<file path="src/sv/tea_pkg.sv">
package tea_pkg;

  localparam logic [31:0] TeaDelta = 32'h9E3779B9;

  // key register indexes on the write port
  localparam logic [1:0] KeyIdx0 = 2'd0;
  localparam logic [1:0] KeyIdx1 = 2'd1;
  localparam logic [1:0] KeyIdx2 = 2'd2;
  localparam logic [1:0] KeyIdx3 = 2'd3;

  // mode bit carried with each beat
  localparam logic FuncEncrypt = 1'b0;
  localparam logic FuncDecrypt = 1'b1;

  typedef struct packed {
    logic [31:0] k0;
    logic [31:0] k1;
    logic [31:0] k2;
    logic [31:0] k3;
  } tea_key_t;

  function automatic logic [31:0] tea_mix(logic [31:0] x, logic [31:0] sum,
                                          logic [31:0] ka, logic [31:0] kb);
    tea_mix = ((x << 4) + ka) ^ (x + sum) ^ ((x >> 5) + kb);
  endfunction

endpackage

</file>
<file path="src/sv/tea_half_round.sv">
module tea_half_round
  import tea_pkg::*;
#(
  parameter logic [31:0] SumEnc = 32'h9E3779B9,
  parameter logic [31:0] SumDec = 32'h9E3779B9,
  parameter bit          Half   = 1'b0
) (
  input  logic        clk_i,
  input  logic        rst_ni,
  input  tea_key_t    key_i,
  input  logic        valid_i,
  input  logic        func_i,
  input  logic [31:0] a_i,
  input  logic [31:0] b_i,
  output logic        valid_o,
  output logic        func_o,
  output logic [31:0] a_o,
  output logic [31:0] b_o
);

  logic        valid_q;
  logic        func_q;
  logic [31:0] a_q, a_d;
  logic [31:0] b_q, b_d;
  logic        upd_a;
  logic [31:0] x, sum, ka, kb, m, tgt, res;

  // encrypt touches a on the first half, decrypt touches b first
  assign upd_a = (func_i == FuncEncrypt) ^ Half;
  assign x     = upd_a ? b_i : a_i;
  assign tgt   = upd_a ? a_i : b_i;
  assign ka    = upd_a ? key_i.k0 : key_i.k2;
  assign kb    = upd_a ? key_i.k1 : key_i.k3;
  assign sum   = (func_i == FuncDecrypt) ? SumDec : SumEnc;
  assign m     = tea_mix(x, sum, ka, kb);
  assign res   = (func_i == FuncDecrypt) ? (tgt - m) : (tgt + m);

  always_comb begin
    a_d = a_i;
    b_d = b_i;
    if (upd_a) begin
      a_d = res;
    end else begin
      b_d = res;
    end
  end

  always_ff @(posedge clk_i or negedge rst_ni) begin
    if (!rst_ni) begin
      valid_q <= 1'b0;
    end else begin
      valid_q <= valid_i;
    end
  end

  always_ff @(posedge clk_i) begin
    func_q <= func_i;
    a_q    <= a_d;
    b_q    <= b_d;
  end

  assign valid_o = valid_q;
  assign func_o  = func_q;
  assign a_o     = a_q;
  assign b_o     = b_q;

endmodule

</file>
<file path="config.mk">
export PLATFORM = sky130hd
export DESIGN_NAME = tea_half_round
export DESIGN_NICKNAME = d
export VERILOG_FILES = /design/src/sv/tea_pkg.sv /design/src/sv/tea_half_round.sv
export SDC_FILE = /design/constraint.sdc
export NUM_CORES = 1
export LEC_CHECK = 0
export ABC_AREA = 1
export BUFFER_PORTS_ARGS = -buffer_cell sky130_fd_sc_hd__clkbuf_2
export CORE_ASPECT_RATIO = 2
export CORE_MARGIN = 4
export CORE_UTILIZATION = 43
export DETAILED_ROUTE_END_ITERATION = 16
export PLACE_DENSITY = 0.65
export SLEW_MARGIN = 20
export SYNTH_ARGS = -nofsm -noshare
export SYNTH_HDL_FRONTEND = slang
export SYNTH_SLANG_ARGS = --single-unit
export TNS_END_PERCENT = 10
</file>
<file path="constraint.sdc">
create_clock -name clk_i -period 0.8 [get_ports clk_i]
set_input_delay 0.08 -clock clk_i [delete_from_list [all_inputs] [get_ports clk_i]]
set_output_delay 0.08 -clock clk_i [all_outputs]
set_load 0.01 [all_outputs]
</file>
== Yosys cells after proc, flatten, opt, wreduce, memory -nomap -nowiden ==
Cells that the tools add are included.

* Word-level logic and storage cells: 18
* Bits in registers: 66
* Input bits: 196
* Output and inout port bits: 66

* Bitwise gates (word level): 2
* Mux-type cells: 7
* $add $sub $neg: 5

{| class="wikitable"
|+ Operators with widths
! cell !! number
|-
| two-way mux 32 bit || 7
|-
| adder 32 bit || 2
|-
| bitwise XOR 32 bit || 2
|-
| adder 27 x 32 -> 32 bit || 1
|-
| adder 32 bit, second input constant || 1
|-
| subtractor 32 bit || 1
|}

== Logic depth before layout (Yosys ltp) ==
* Depth in word-level cells: 7
* Depth in mapped cells: 46
* Gate-level depth less buffers: 40

== Worst setup path before layout ==
OpenSTA, ideal clock, no wires.

* Path type: input to register
* From: input func_i
* To: register b_q[27] (netlist: b_o[27])
* Setup slack: -4.625 ns
* Setup time: 0.116 ns
* Arrival: 5.309 ns
* Stages: 33
* Data required time: 0.684 ns
* Path buffers: 6
* Cell sequence: buf_6 -> inv_6 -> buf_12 -> clkbuf_1 -> buf_2 -> clkbuf_1 -> clkbuf_1 -> nand2_1 -> nand2_1 -> ha_1 -> fa_1 -> xnor2_1 -> xor2_2 -> ha_1 -> inv_1 -> nor2_1 -> nand3_1 -> nor2_2 -> nand4_2 -> nor2_4 -> nor2_1 -> xor2_1 -> ha_1 -> nand2_1 -> nor2_1 -> nand4_1 -> o21ai_0 -> inv_1 -> o31ai_1 -> nand2_1 -> nand2_1 -> nand2_1 -> a31o_2

* Longest elaborated chain between the ends: 7
* Elaborated cells on any way between the ends: 13
* Classes of those cells: add/sub: 5; mux: 6; bitwise: 2

{| class="wikitable"
|+ Ends and longest elaborated chain
! item !! line !! text
|-
| start, declared || tea_half_round.sv:12 || <nowiki>input logic func_i,</nowiki>
|-
| two-way mux 32 bit, on equally long branches || tea_half_round.sv:32, tea_half_round.sv:30 ||
|-
| adder 32 bit || tea_pkg.sv:24 || <nowiki>tea_mix = ((x << 4) + ka) ^ (x + sum) ^ ((x >> 5) + kb);</nowiki>
|-
| bitwise XOR 32 bit (2 in series) || tea_pkg.sv:24 ||
|-
| adder 32 bit / subtractor 32 bit (equally long branches) || tea_half_round.sv:36 || <nowiki>assign res = (func_i == FuncDecrypt) ? (tgt - m) : (tgt + m);</nowiki>
|-
| two-way mux 32 bit || tea_half_round.sv:36 ||
|-
| two-way mux 32 bit * || tea_half_round.sv:41 || <nowiki>if (upd_a) begin</nowiki>
|-
| via b_d[27] || tea_half_round.sv:24 || <nowiki>logic [31:0] b_q, b_d;</nowiki>
|-
| end signal, assigned || tea_half_round.sv:59 || <nowiki>b_q <= b_d;</nowiki>
|-
| end, declared || tea_half_round.sv:24 ||
|}

The timed path passes the listed nets; every way through them passes the cells marked *.

== Final worst setup path ==
* From: input func_i
* To: register b_q[29] (netlist: b_o[29])

The elaborated chain is that of the path after synthesis.

==> results_dict.tcl <==
set metrics [dict create \
    grt_max_degree 30 \
    cts_tree "done" \
    clock_sinks 66 \
    violations "hold timing, setup timing" \
    drv_slew 0 \
    yosys.area.top_type "nand2_1" \
    area_growth_pct 72.3 \
    final_nets 3481 \
    crit_required_ns 1.05 \
    grt_use_total_pct 36.3 \
    setup_violations 130 \
    drc 0 \
    power.internal_mw 27.2 \
    hold_viol 1 \
    crit_family "simple AND/OR/NAND/NOR gates" \
    cpMostUsedCell "nand2_1" \
    port_buffers 261 \
    dieArea_sq_um 32400 \
    fp.dieH_um 250 \
    wl_um 64800 \
    drt_iter0_markers 1119 \
    setup_ws_ns -3.74 \
    synth_area_sq_um 12600 \
    synth_top_area_share_pct 29.2 \
    crit_path_start "func_i" \
    syn_nets 2642 \
    cap_violations 0 \
    detail-route-antenna-nets 0 \
    fin_crit_sh_pct 568 \
    power.share.clock_pct 8.1 \
    switching_share_pct 47.6 \
    yosysMostFrequentCell "nand2_1" \
    rows 88 \
    initial_core_util_pct 43.7 \
    critPathMaxStageDelay_ns 0.35 \
    cts.clk_slew.worst_paths_ns 0.06 \
    final.min_clock_period_ns 4.54 \
    hp-class "in2reg" \
    seq_power_share_pct 10.6 \
    cts_max_level 3 \
    relSlewSlack_pct 64.1 \
    power_mw 51.9 \
    cts_inserted_buffers 9 \
    tns_ns -192.18 \
    final_area_sq_um 21800 \
    ys.flop_type "dfxtp_1" \
    antennaDiodeCount 0 \
    cp.arrival_ns 4.79 \
    postPlaceCellArea_sq_um 18300 \
    dr.pass1.iters 5 \
    place.gp.congestion 0.980 \
    cts_root_buf "clkbuf_16" \
    yosys_warnings 0 \
    async_reset_ff_share_pct 1.52 \
    leakagePower_nw 12.0 \
    max-vdd-ir-drop_v 0.00150 \
    critPathBufInv 8 \
    hpwl_um 49800 \
    wl_per_cell_um 18.2 \
    cp.depth 37 \
    syn_area_per_cell_sq_um 5.37 \
    critPathKind "in2reg" \
    cpMaxStageDelayCell "ha_1" \
    nFillCells 2271 \
    io_pins 262 \
    grt_pass1_vias 19000 \
    yosys-top-cells-area "nand2_1 29%, dfxtp_1 10%, ha_1 8.6%" \
    core_area_sq_um 29000 \
    hold_depth 3 \
    dieWidth_um 129 \
    grt_pass1_wl_um 92000 \
    fin_util_pct 75.2 \
    clockBufferDepth 2 \
    worst_hold_slack_ns -0.00449 \
    fmax_mhz 220 \
    outcome "finished with violations" \
    p_comb_share_pct 81.2 \
    vias_per_cell 5.38 \
    p_per_area_nw_per_um2 2380 \
    drive_gt1_share_pct 44.5 \
    grt_overflow 0 \
    worst_slew_pin_slew_ns 0.533 \
    synth_common_cells "983 x nand2_1, 268 x inv_1, 197 x nand3_1" \
    crit_end "b_o[29]$_DFF_P_" \
    synth_cell_types 56 \
    antenna_found_initial 0 \
    yosysSeqAreaShare_pct 10.5 \
    cp_max_fo 8 \
    synth_seq_cells 66 \
    end_kind "flip-flop" \
    switchingPower_mw 24.7 \
    synth_edf_count 0 \
    routed-via-count 19100 \
    start_kind "input port" \
    rsz0062_at_grt "yes" \
    syn_inst 2356 \
]
## flip-flops by register name, summed over array words and instances (netlist names)
signal	flops
func_o	1
valid_o	1
b_o	32
a_o	32
## power by group through the flow
stage,clock network (mW),logic [mW],registers [mW]
final,4.22,42.1,5.51
after floorplan,0,15.5,6.00
after CTS,4.13,35.8,5.23
after detailed placement,0,31.3,5.24
after global placement,0,30.7,5.22
after global routing,4.35,44.8,5.59
## cell usage in the layout, fill, tap and decap left out, types with 5 or more instances in the layout
cell       count
a21oi_1       60
a21oi_2       36
a21oi_4        8
buf_12         8
buf_2         35
buf_4        565
buf_6         54
clkbuf_16      9
clkbuf_2     196
dfxtp_1       36
dfxtp_2       29
ha_1          40
ha_4          44
inv_1        252
inv_2         31
nand2_1      865
nand2_2      133
nand2_4       43
nand3_1      162
nand3_2       41
nand3b_1      19
nand4_1       30
nor2_1       117
nor2_2        40
nor2_4        29
nor3_1        10
nor3_2        10
o21a_1         7
o21ai_0       52
o21ai_1       43
o21ai_2       20
o21ai_4        7
o21bai_1       5
or2_2          6
or2_4          6
xnor2_1       13
xnor2_2       15
xor2_1        36
xor2_2         9
## final cells by class
class,count,area [sq um],area share (%)
well taps,360,450,2.07
clock buffers,12,256,1.18
inverters,286,1090,5.00
repair buffers,870,6400,29.4
flip-flops and latches,66,1360,6.26
clock inverters,4,50.0,0.230
multi-input cells,1961,12200,55.9
repair inverters,1,8.76,0.0402
## repair_timing
action | 4_1_cts | 5_1_grt
pin swaps | 97 | 99
endpoints found under the hold margin | 7 | 0
gates resized for setup | 342 | 333
buffers inserted | 47 | 15
cloned | 5 | 0
setup endpoints to repair | 130 | 130
hold buffers | 4 | 0
## cells by family after synthesis
| family | count (synthesis) | share of synthesized area (%) |
|---|---|---|
| AND/OR/NAND/NOR | 1530 | 52.9 |
| buffers and inverters | 329 | 10.6 |
| AO/OA/AOI/OAI | 259 | 11.2 |
| adder cells (fa/ha/maj) | 90 | 9.09 |
| XOR/XNOR | 79 | 5.53 |
| flip-flops | 66 | 10.5 |
| multiplexers | 3 | 0.238 |
## layer usage
layer	vias up	track usage, %	wire length [um]
met2	862	69.3	34200
met3	347	3.61	3910
li1	9179	-	-
met1	8751	34.5	21100
met5	-	0	0
met4	0	26.6	5620
## through the flow
stage	hold WS [ns]	setup WS (ns)	instances
3_5_place_dp	-0.140	-4.69	3476
5_1_grt	0.0256	-3.94	3560
3_3_place_gp	-0.145	-4.65	3476
2_1_floorplan	-0.216	-4.18	2356
6_report	-0.00449	-3.74	3560
4_1_cts	-0.00716	-3.66	3548
## worst min path at each step
stage                             end  slack [ns]     from
detailed placement  valid_o$_DFF_PN0_       -0.14   rst_ni
floorplan           valid_o$_DFF_PN0_       -0.22   rst_ni
global route          a_o[20]$_DFF_P_        0.03  a_i[20]
finish                a_o[20]$_DFF_P_      -0.004  a_i[20]
CTS                   a_o[20]$_DFF_P_      -0.007  a_i[20]
global placement    valid_o$_DFF_PN0_       -0.14   rst_ni
Note: power is estimated with default switching activity, not from simulation.
