`src/sv/tea_pkg.sv`:
```
package tea_pkg;

  localparam logic [31:0] TeaDelta = 32'h9E3779B9;

  // key register indexes on the write port
  localparam logic [1:0] KeyIdx0 = 2'd0;
  localparam logic [1:0] KeyIdx1 = 2'd1;
  localparam logic [1:0] KeyIdx2 = 2'd2;
  localparam logic [1:0] KeyIdx3 = 2'd3;

  // mode bit carried with each beat
  localparam logic FuncEncrypt = 1'b0;
  localparam logic FuncDecrypt = 1'b1;

  typedef struct packed {
    logic [31:0] k0;
    logic [31:0] k1;
    logic [31:0] k2;
    logic [31:0] k3;
  } tea_key_t;

  function automatic logic [31:0] tea_mix(logic [31:0] x, logic [31:0] sum,
                                          logic [31:0] ka, logic [31:0] kb);
    tea_mix = ((x << 4) + ka) ^ (x + sum) ^ ((x >> 5) + kb);
  endfunction

endpackage

```
`src/sv/tea_key_regs.sv`:
```
module tea_key_regs
  import tea_pkg::*;
(
  input  logic        clk_i,
  input  logic        rst_ni,
  input  logic        cfg_we_i,
  input  logic [1:0]  cfg_idx_i,
  input  logic [31:0] cfg_wdata_i,
  output tea_key_t    key_o
);

  tea_key_t key_q, key_d;

  always_comb begin
    key_d = key_q;
    if (cfg_we_i) begin
      case (cfg_idx_i)
        KeyIdx0: key_d.k0 = cfg_wdata_i;
        KeyIdx1: key_d.k1 = cfg_wdata_i;
        KeyIdx2: key_d.k2 = cfg_wdata_i;
        KeyIdx3: key_d.k3 = cfg_wdata_i;
        default: key_d = key_q;
      endcase
    end
  end

  always_ff @(posedge clk_i or negedge rst_ni) begin
    if (!rst_ni) begin
      key_q <= '0;
    end else begin
      key_q <= key_d;
    end
  end

  assign key_o = key_q;

endmodule

```
`config.mk`:
```
export PLATFORM = sky130hd
export DESIGN_NAME = tea_key_regs
export DESIGN_NICKNAME = d
export VERILOG_FILES = /design/src/sv/tea_pkg.sv /design/src/sv/tea_key_regs.sv
export SDC_FILE = /design/constraint.sdc
export NUM_CORES = 1
export LEC_CHECK = 0
export ABC_AREA = 1
export CORE_AREA = 2 2 100 102
export CTS_CLUSTER_DIAMETER = 80
export DETAILED_ROUTE_END_ITERATION = 8
export DIE_AREA = 0 0 102 104
export DONT_BUFFER_PORTS = 1
export GPL_TIMING_DRIVEN = 0
export PLACE_DENSITY = 0.79
export SYNTH_ARGS = -nofsm -noshare
export SYNTH_HDL_FRONTEND = slang
export SYNTH_SLANG_ARGS = --single-unit
```
`constraint.sdc`:
```
create_clock -name clk_i -period 0.8 [get_ports clk_i]
set_input_delay 0.24 -clock clk_i [delete_from_list [all_inputs] [get_ports clk_i]]
set_output_delay 0.24 -clock clk_i [all_outputs]
set_load 0.1 [all_outputs]
```
; Word level (Yosys, flattened, before mapping)
; Cells that the tools add are included.
[word_totals]
register_bits = 128
output_inout_bits = 128
elab_cells = 12
[op_classes]
n_eq_ne = 3
n_reduce_logical = 5
[ops]
columns = operator, count
row1 = $reduce_and A2 Y1, 4
row2 = $eq A2 B2 Y1 const B, 2
row3 = $eq A2 B1 Y1 const B, 1
row4 = $logic_not A2 Y1, 1

; Logic depth before layout (Yosys ltp)
; Gate-level depths: netlist (run 1).
[depth]
ltp_word = 2
mapped_depth = 5
depth_no_buf = 4

; Worst setup path before layout (run 1)
; Ideal clock, no wire load.
[synth_timing]
path_kind = reg2reg
startpoint = reg, netlist name key_o[0]
endpoint = reg key_q (netlist bit key_o[0])
arrival_time_ns = 1.088
setup_slack_ns = -0.356
stages_incl_launch_ff = 3
path_buffers = 0
cell_sequence = dfrtp_1 -> nand2_1 -> nand2_1
[synth_rtl]
columns = element, line
row1 = end signal: assignment, tea_key_regs.sv:31  ; key_q <= key_d;
row2 = end: declaration, tea_key_regs.sv:12  ; tea_key_t key_q, key_d;

; Final worst setup path (run 1)
[layout_timing]
startpoint = reg key_q (netlist bit key_o[53])
endpoint = out key_o[53] (netlist name)
[layout_rtl]
columns = element, line
row1 = end: declaration, tea_key_regs.sv:9  ; output tea_key_t key_o
; No word-level cell between the ends.

==> key figures, run 1 <==
STA
  • Post-layout min period: 1.40 ns
  • Final setup viols: 256
  • Setup ws final: -0.602 ns
  • Max Clock Freq: 0.713 GHz
  • Slew @ Worst Pin: 0.474 ns
  • Clk_skew: 0 ns
  • RSZ-0062 raised after global routing: true
  • TNS Setup: -86.39 ns
  • Slew Viols, Final: 0
  • Hold Slack: -0.597 ns
  • Final Hold Fails: 133
  • Crit share post-route: 1.75
  • Slew Limit Headroom: 0.684

Floorplanning
  • Initial Utilization: 0.543
  • Die footprint: 10600 sq um
  • Row count: 36
  • Core ar.: 9550 sq um
  • Die Ht: 104 um
  • Die width: 102 um
  • # IOs: 165

Global routing
  • Initial antenna violation count: 0
  • Vias in the first global route: 4536
  • Tot GR Track Use: 0.315
  • GRT Residual Overflow: 0
  • Largest net degree at the start of global routing: 129
  • Global-route wire length before repair: 25300 um

Status
  • Outcome: complete, but fails checks
  • Violated checks: hold timing, setup timing

Layout
  • Antenna cells: 0
  • Area grow syn2layout: 44.6%
  • Final std cells w/o fill: 767
  • Share of cells above drive strength 1: 0.593
  • Max FFs per register: 128
  • Nets@finish: 659
  • Post-Route Utilization: 0.786
  • Layout fillers: 591

Setup path
  • Crit path kind: reg -> out
  • Req. time, crit path: 0.56 ns
  • Setup crit end kind: primary output
  • CP Launch Type: flop
  • Worst EP arrival: 1.16 ns
  • CP Max Fanout: 2

Logic synthesis
  • Cell variety after synth: 9
  • Synth Register Bits: 128
  • Post-synth net total: 606
  • Cell taking the most area after synthesis: dfrtp_1
  • Yosys warns: 0
  • Post-Syn Instances: 569
  • Synth top area cells: dfrtp_1, nand2_1, nand4_1, nand3_1, buf_2
  • Synth top area share: 0.617
  • Cell area after synthesis: 5190 sq um
  • Seq/Total Area, Yosys: 0.617
  • Syn Area/Cell: 9.12 sq um

Drt
  • Routed length per instance: 21.4 um
  • Post-route DRC: 0
  • Vias: 4560
  • Routed wire length: 16400 um
  • Total iterations of the first detailed-routing run: 4
  • Via density: 5.95
  • Detailed Route Iter0 Violations: 239
  • Post-route antenna net violation count: 0

Place
  • HPWL after DPL: 10600 um
  • PortBufs: 0
  • Placed insts: 702
  • GPL Wtd Cong: 0.801

CTS
  • Post-CTS Setup Bufs: 0
  • Clock Latency Late Sink: 0.53 ns
  • Cts hold-fix bufs: 34
  • CTS root buf: clkbuf_8
  • TritonCTS Buffers: 17
  • CTS tree: yes
  • Clock transition at path regs: 0.06 ns
  • CTS max path bufs: 2
  • Clk sink count: 128
  • # H-tree levels: 4

Power and ir drop
  • Clock Power Share: 0.281
  • Power density over the cells: 3530 nW/um^2
  • Switching pwr: 0.0129 W
  • Switching Share: 0.485
  • Internal Power: 0.0137 W
  • Reg power frac: 0.639
  • Leakage power: 3.24 nW
  • Worst vdd ir: 1910 uV
  • Logic pwr share: 0.080

Flow run
  • Max_cap viols: 0

Min path
  • Worst hold-check path type: in -> async
[cell families after synthesis]
kind of cell  share of synthesized area
buf+inv                          0.0461
flops                             0.617
simple gates                      0.337
[final cells by class]
type                            instances  area (sq um)  area share
Sequential cell                       128          3680       0.491
Timing Repair Buffer                   34           340      0.0454
Clock buffer                           22           463      0.0617
Clock inverter                          9           109      0.0145
Multi-Input combinational cell        389          2280       0.304
Tap cell                              133           166      0.0222
Inverter                                2          7.51     0.00100
Buffer                                 50           449      0.0599
[power by group through the flow]
stage	clock network (W)	logic, W	registers (W)
finish	0.00746	0.00212	0.0169
global route	0.00777	0.00236	0.0170
CTS	0.00748	0.00191	0.0168
floorplan	0	0.00130	0.0166
detailed placement	0	0.00163	0.0169
global placement	0	0.00151	0.0169
[metrics by stage]
step                      power, W  instance area (sq um)  setup slack [ns]
final                       0.0265                   7500            -0.602
after global routing        0.0272                   7500            -0.623
after CTS                   0.0262                   7280            -0.609
after detailed placement    0.0185                   6240            -0.379
after global placement      0.0184                   6240            -0.373
after floorplan             0.0179                   6080           -0.0948
[per-layer routing]
metal  part of all wire  GRT usage  wire (um)  up-vias
li1                   -          -          -     2022
met1               0.38      0.404       6220     2267
met2               0.50      0.484       8160      230
met3              0.097      0.118       1590       41
met4              0.027      0.126        442        0
met5                  0          0          0        -
[path summary, 6_finish.rpt]
check	startpoint	to	slack, ns	cells after the start
max in group asynchronous	rst_ni	key_o[21]$_DFFE_PN0P_	1.21	0
max	key_o[53]$_DFFE_PN0P_	key_o[53]	-0.60	0
max reg2reg	key_o[111]$_DFFE_PN0P_	key_o[111]$_DFFE_PN0P_	-0.15	2
min in group clk_i	cfg_idx_i[1]	key_o[0]$_DFFE_PN0P_	-0.06	3
min	rst_ni	key_o[104]$_DFFE_PN0P_	-0.60	0
min reg2reg	key_o[17]$_DFFE_PN0P_	key_o[17]$_DFFE_PN0P_	0.75	2
[synthesized netlist by cell type]
master / n
nand2_1: 257
dfrtp_1: 128
nand4_1: 96
nand3_1: 35
buf_2: 34
clkbuf_1: 15
inv_1: 2
clkbuf_2: 1
nor2_2: 1
[cells in the final DEF (no fill, tap or decap), types with 7 or more instances in the layout]
cell type      netlist  routed
clkbuf_1            15       7
buf_8                0       7
buf_2               34      14
nand2_2              0     137
nand4_1             96      96
nand3_2              0      34
nand2_1            257     119
buf_6                0       8
dfrtp_4              0     128
clkbuf_16            0      17
clkbuf_8             0       8
dlygate4sd3_1        0      34
[timing repair]
item	CTS	global route
gates resized for setup	51	87
endpoints found under the setup margin	256	256
pin swaps	122	5
endpoints found under the hold margin	256	133
Note: power is estimated with default switching activity, not from simulation.
==> inputs of run 2 (changes only) <==
SETUP_SLACK_MARGIN = 0.5   (was not set)
==> key figures, run 2 (synthesis results as in run 1) <==
Drt
  • Detailed Route Iter0 Violations: 241
  • Total iterations of the first detailed-routing run: 5
  • Routed wire length: 15700 um
  • Via density: 5.94
  • DR WL met3: 1530 um
  • Wire length on met2: 7760 um
  • Post-route antenna net violation count: 0
  • M1 WL: 5970 um
  • Routed length per instance: 21.4 um
  • Post-route DRC: 0
  • DR top layer: met4
  • Vias: 4355

Setup path
  • Worst EP arrival: 1.15 ns
  • CP Launch Type: flop
  • CP Max Fanout: 2
  • Setup crit end kind: primary output
  • Req. time, crit path: 0.56 ns
  • Crit path kind: reg -> out

CTS
  • TritonCTS Buffers: 17
  • CTS root buf: clkbuf_8
  • CTS tree: yes
  • # H-tree levels: 4
  • CTS max path bufs: 2
  • Clk sink count: 128
  • Clock transition at path regs: 0.06 ns
  • Post-CTS Setup Bufs: 0
  • Clock Latency Late Sink: 0.52 ns

STA
  • Crit share post-route: 1.74
  • RSZ-0062 raised after global routing: true
  • Setup ws final: -0.595 ns
  • Clk_skew: 0 ns
  • Post-layout min period: 1.39 ns
  • Final setup viols: 256
  • Slew Limit Headroom: 0.689
  • Final Hold Fails: 256
  • Hold Slack: -0.591 ns
  • Max Clock Freq: 0.717 GHz
  • Slew Viols, Final: 0
  • TNS Setup: -84.97 ns
  • Slew @ Worst Pin: 0.467 ns

Layout
  • Max FFs per register: 128
  • Share of cells above drive strength 1: 0.622
  • Nets@finish: 625
  • Most frequent cells in the layout: nand2_2, dfrtp_4, nand2_1
  • Antenna cells: 0
  • Area grow syn2layout: 37.9%
  • Final std cells w/o fill: 733
  • Commonest non-fill, non-tap cell in the layout: nand2_2
  • Post-Route Utilization: 0.749

Power and ir drop
  • Total power: 0.0262 W
  • Power density over the cells: 3660 nW/um^2
  • Worst vdd ir: 1880 uV
  • Leakage power: 3.10 nW

Place
  • Placed insts: 702
  • PortBufs: 0
  • HPWL after DPL: 10600 um
  • GPL Wtd Cong: 0.801

Global routing
  • Initial antenna violation count: 0
  • Global-route wire length before repair: 24400 um
  • GRT Residual Overflow: 0
  • Tot GR Track Use: 0.303
  • Vias in the first global route: 4398
  • Largest net degree at the start of global routing: 129

Floorplanning
  • Die width: 102 um
  • Initial Utilization: 0.543
  • # IOs: 165
  • Core ar.: 9550 sq um
  • Die Ht: 104 um
  • Row count: 36
  • Die footprint: 10600 sq um

Min path
  • Worst hold-check path type: in -> async

Status
  • Outcome: complete, but fails checks
  • Violated checks: hold timing, setup timing

Flow run
  • Max_cap viols: 0
run 2: changes by cell type in the layout (fill, tap and decap cells not counted):
cell / before / now
nand2_1: 119 / 122
nand2_2: 137 / 134
dlygate4sd3_1: 34 / 0
run 2: worst paths after layout:
path	startpoint	endpoint	slack (ns)	depth (start not counted)
worst max-delay path	key_o[87]$_DFFE_PN0P_	key_o[87]	-0.59	0
worst min-delay path	rst_ni	key_o[104]$_DFFE_PN0P_	-0.59	0
worst max register to register	key_o[120]$_DFFE_PN0P_	key_o[120]$_DFFE_PN0P_	-0.11	2
worst min register to register	key_o[104]$_DFFE_PN0P_	key_o[104]$_DFFE_PN0P_	0.75	2
min in group clk_i	cfg_wdata_i[22]	key_o[118]$_DFFE_PN0P_	-0.17	2
max in group asynchronous	rst_ni	key_o[56]$_DFFE_PN0P_	1.22	0
run 2: layout make-up:
cell class / count / area [sq um]
Clock inverter: 9 / 109
Clock buffer: 22 / 463
Inverter: 2 / 7.51
Sequential cell: 128 / 3680
Buffer: 50 / 449
Multi-Input combinational cell: 389 / 2280
Fill cell: 659 / 2390
Tap cell: 133 / 166
run 2: timing repair:
action,4_1_cts,5_1_grt
endpoints found under the hold margin,256,256
setup endpoints to repair,256,256
gates resized for setup,51,84
pin swaps,122,4
run 2: power by group:
group / switching [W] / total (W) / internal (W)
clock: 0.00280 / 0.00745 / 0.00465
combinational: 0.00109 / 0.00181 / 0.000726
sequential: 0.00877 / 0.0169 / 0.00815
total: 0.0126 / 0.0262 / 0.0135
run 2: layer usage:
layer,global-route usage,vias up
met4,0.116,0
met1,0.376,2150
met3,0.130,37
met2,0.469,218
met5,0,-
li1,-,1950
run 2: metrics by stage:
| stage | worst slack [ns] | cell area, sq um |
|---|---|---|
| 4_1_cts | -0.609 | 6940 |
| 2_1_floorplan | -0.0948 | 6080 |
| 3_3_place_gp | -0.373 | 6240 |
| 6_report | -0.595 | 7160 |
| 5_1_grt | -0.624 | 7160 |
| 3_5_place_dp | -0.379 | 6240 |
==> inputs of run 3 (changes only) <==
CORE_AREA = 2 2 94 96   (was 2 2 100 102)
DIE_AREA = 0 0 96 98   (was 0 0 102 104)
PLACE_DENSITY = 0.84   (was 0.79)
clock period = 1.5 ns   (was 0.8 ns; I/O delays follow)
==> key figures, run 3 (synthesis results as in run 1) <==
Floorplanning
  • # IOs: 165
  • Die width: 96 um
  • Core ar.: 8470 sq um
  • Row count: 34
  • Initial Utilization: 0.613
  • Die footprint: 9410 sq um
  • Die Ht: 98 um

Drt
  • Routed length per instance: 22.1 um
  • Detailed Route Iter0 Violations: 275
  • Vias: 4540
  • Via density: 6.40
  • Post-route antenna net violation count: 0
  • Post-route DRC: 0
  • Total iterations of the first detailed-routing run: 5
  • Routed wire length: 15700 um

Min path
  • Worst hold-check path type: in -> async

STA
  • Hold Slack: -0.379 ns
  • RSZ-0062 raised after global routing: true
  • Slew Viols, Final: 0
  • Slew Limit Headroom: 0.657
  • Post-layout min period: 1.59 ns
  • Crit share post-route: 1.06
  • Final setup viols: 128
  • Setup ws final: -0.0949 ns
  • Final Hold Fails: 128
  • Max Clock Freq: 0.627 GHz
  • Slew @ Worst Pin: 0.515 ns
  • Clk_skew: 0 ns

Status
  • Outcome: complete, but fails checks
  • Violated checks: hold timing, setup timing

Setup path
  • FF-to-FF path depth: 2
  • CP Launch Type: flop
  • Internal reg-to-reg setup slack: 0.54 ns
  • Critical R2R Launch: key_o[38]$_DFFE_PN0P_
  • Crit Reg-Reg Endpoint: key_o[38]$_DFFE_PN0P_
  • Worst EP arrival: 1.14 ns
  • CP Max Fanout: 2
  • Crit path kind: reg -> out
  • Req. time, crit path: 1.05 ns
  • Worst Setup SP: key_o[10]$_DFFE_PN0P_
  • Setup crit end kind: primary output

Layout
  • Max FFs per register: 128
  • Share of cells above drive strength 1: 0.338
  • Sequential Area: 3680 sq um
  • Multi-input gate area: 1780 sq um
  • Layout fillers: 529
  • Final Cell Area: 6520 sq um
  • Most frequent cells in the layout: nand2_1, dfrtp_4, nand4_1
  • Area grow syn2layout: 25.6%
  • Antenna cells: 0
  • Nets@finish: 625
  • Commonest non-fill, non-tap cell in the layout: nand2_1

Place
  • GPL Wtd Cong: 0.775
  • Dpl cell area: 5950 sq um
  • HPWL after DPL: 10400 um
  • PortBufs: 0

CTS
  • CTS max path bufs: 2
  • CTS root buf: clkbuf_8
  • Clock transition at path regs: 0.06 ns
  • # H-tree levels: 4
  • Clk sink count: 128
  • TritonCTS Buffers: 17
  • CTS tree: yes
  • Clock Latency Late Sink: 0.52 ns

Power and ir drop
  • Power density over the cells: 2100 nW/um^2
  • Worst vdd ir: 1100 uV
  • Leakage power: 3.00 nW

Flow run
  • Max_cap viols: 0

Global routing
  • Largest net degree at the start of global routing: 129
  • Tot GR Track Use: 0.349
  • Initial antenna violation count: 0
  • GRT Residual Overflow: 0
  • Vias in the first global route: 4663
  • Global-route wire length before repair: 24700 um
## run 3: cell count changes in the layout (fill, tap and decap cells not counted), sizes merged
cell,delta
bufinv,-1
clkbuf,+1
clkinv,+3
clkinvlp,-2
## run 3: worst max path at each step
stage,endpoint,cells past startpoint
detailed placement,key_o[114]$_DFFE_PN0P_,5
global placement,key_o[98]$_DFFE_PN0P_,5
floorplan,key_o[109]$_DFFE_PN0P_,5
CTS,key_o[0],0
finish,key_o[10],0
global route,key_o[0],0
## run 3: metal layers
| metal | part of all wire | track usage | routed length (um) | vias up |
|---|---|---|---|---|
| met4 | 0.035 | 0.152 | 552 | 0 |
| met3 | 0.12 | 0.129 | 1820 | 64 |
| met5 | 0 | 0 | 0 | - |
| met1 | 0.36 | 0.427 | 5690 | 2230 |
| li1 | - | - | - | 1942 |
| met2 | 0.49 | 0.552 | 7610 | 304 |
## run 3: final cells by class
type | instances | area share
clock inverter | 9 | 0.0127
multi-input combinational | 389 | 0.273
sequential | 128 | 0.565
inverter | 2 | 0.00115
clock buffer | 23 | 0.0732
buffer | 50 | 0.0542
tap | 108 | 0.0207
## run 3: what timing repair did
| action | CTS | global route |
|---|---|---|
| buffers inserted | 0 | 0 |
| setup endpoints to repair | 128 | 128 |
| resized for setup | 1 | 0 |
| hold endpoints to repair | 128 | 128 |
## run 3: stage by stage
step                      power (W)  setup TNS [ns]  cells  setup slack [ns]  utilization
after floorplan             0.00949               0    569             0.368            -
after global placement      0.00974               0    677             0.101        0.703
after detailed placement    0.00984               0    677            0.0961        0.703
after CTS                    0.0137          -13.58    709            -0.112        0.770
after global routing         0.0140          -13.69    709            -0.114        0.770
final                        0.0137          -11.29    709           -0.0949        0.770
## run 3: power by group
group | switching (W) | total [W] | internal (W)
logic | 0.000536 | 0.000846 | 0.000310
registers | 0.00460 | 0.00895 | 0.00435
clock network | 0.00152 | 0.00388 | 0.00237
total | 0.00665 | 0.0137 | 0.00703
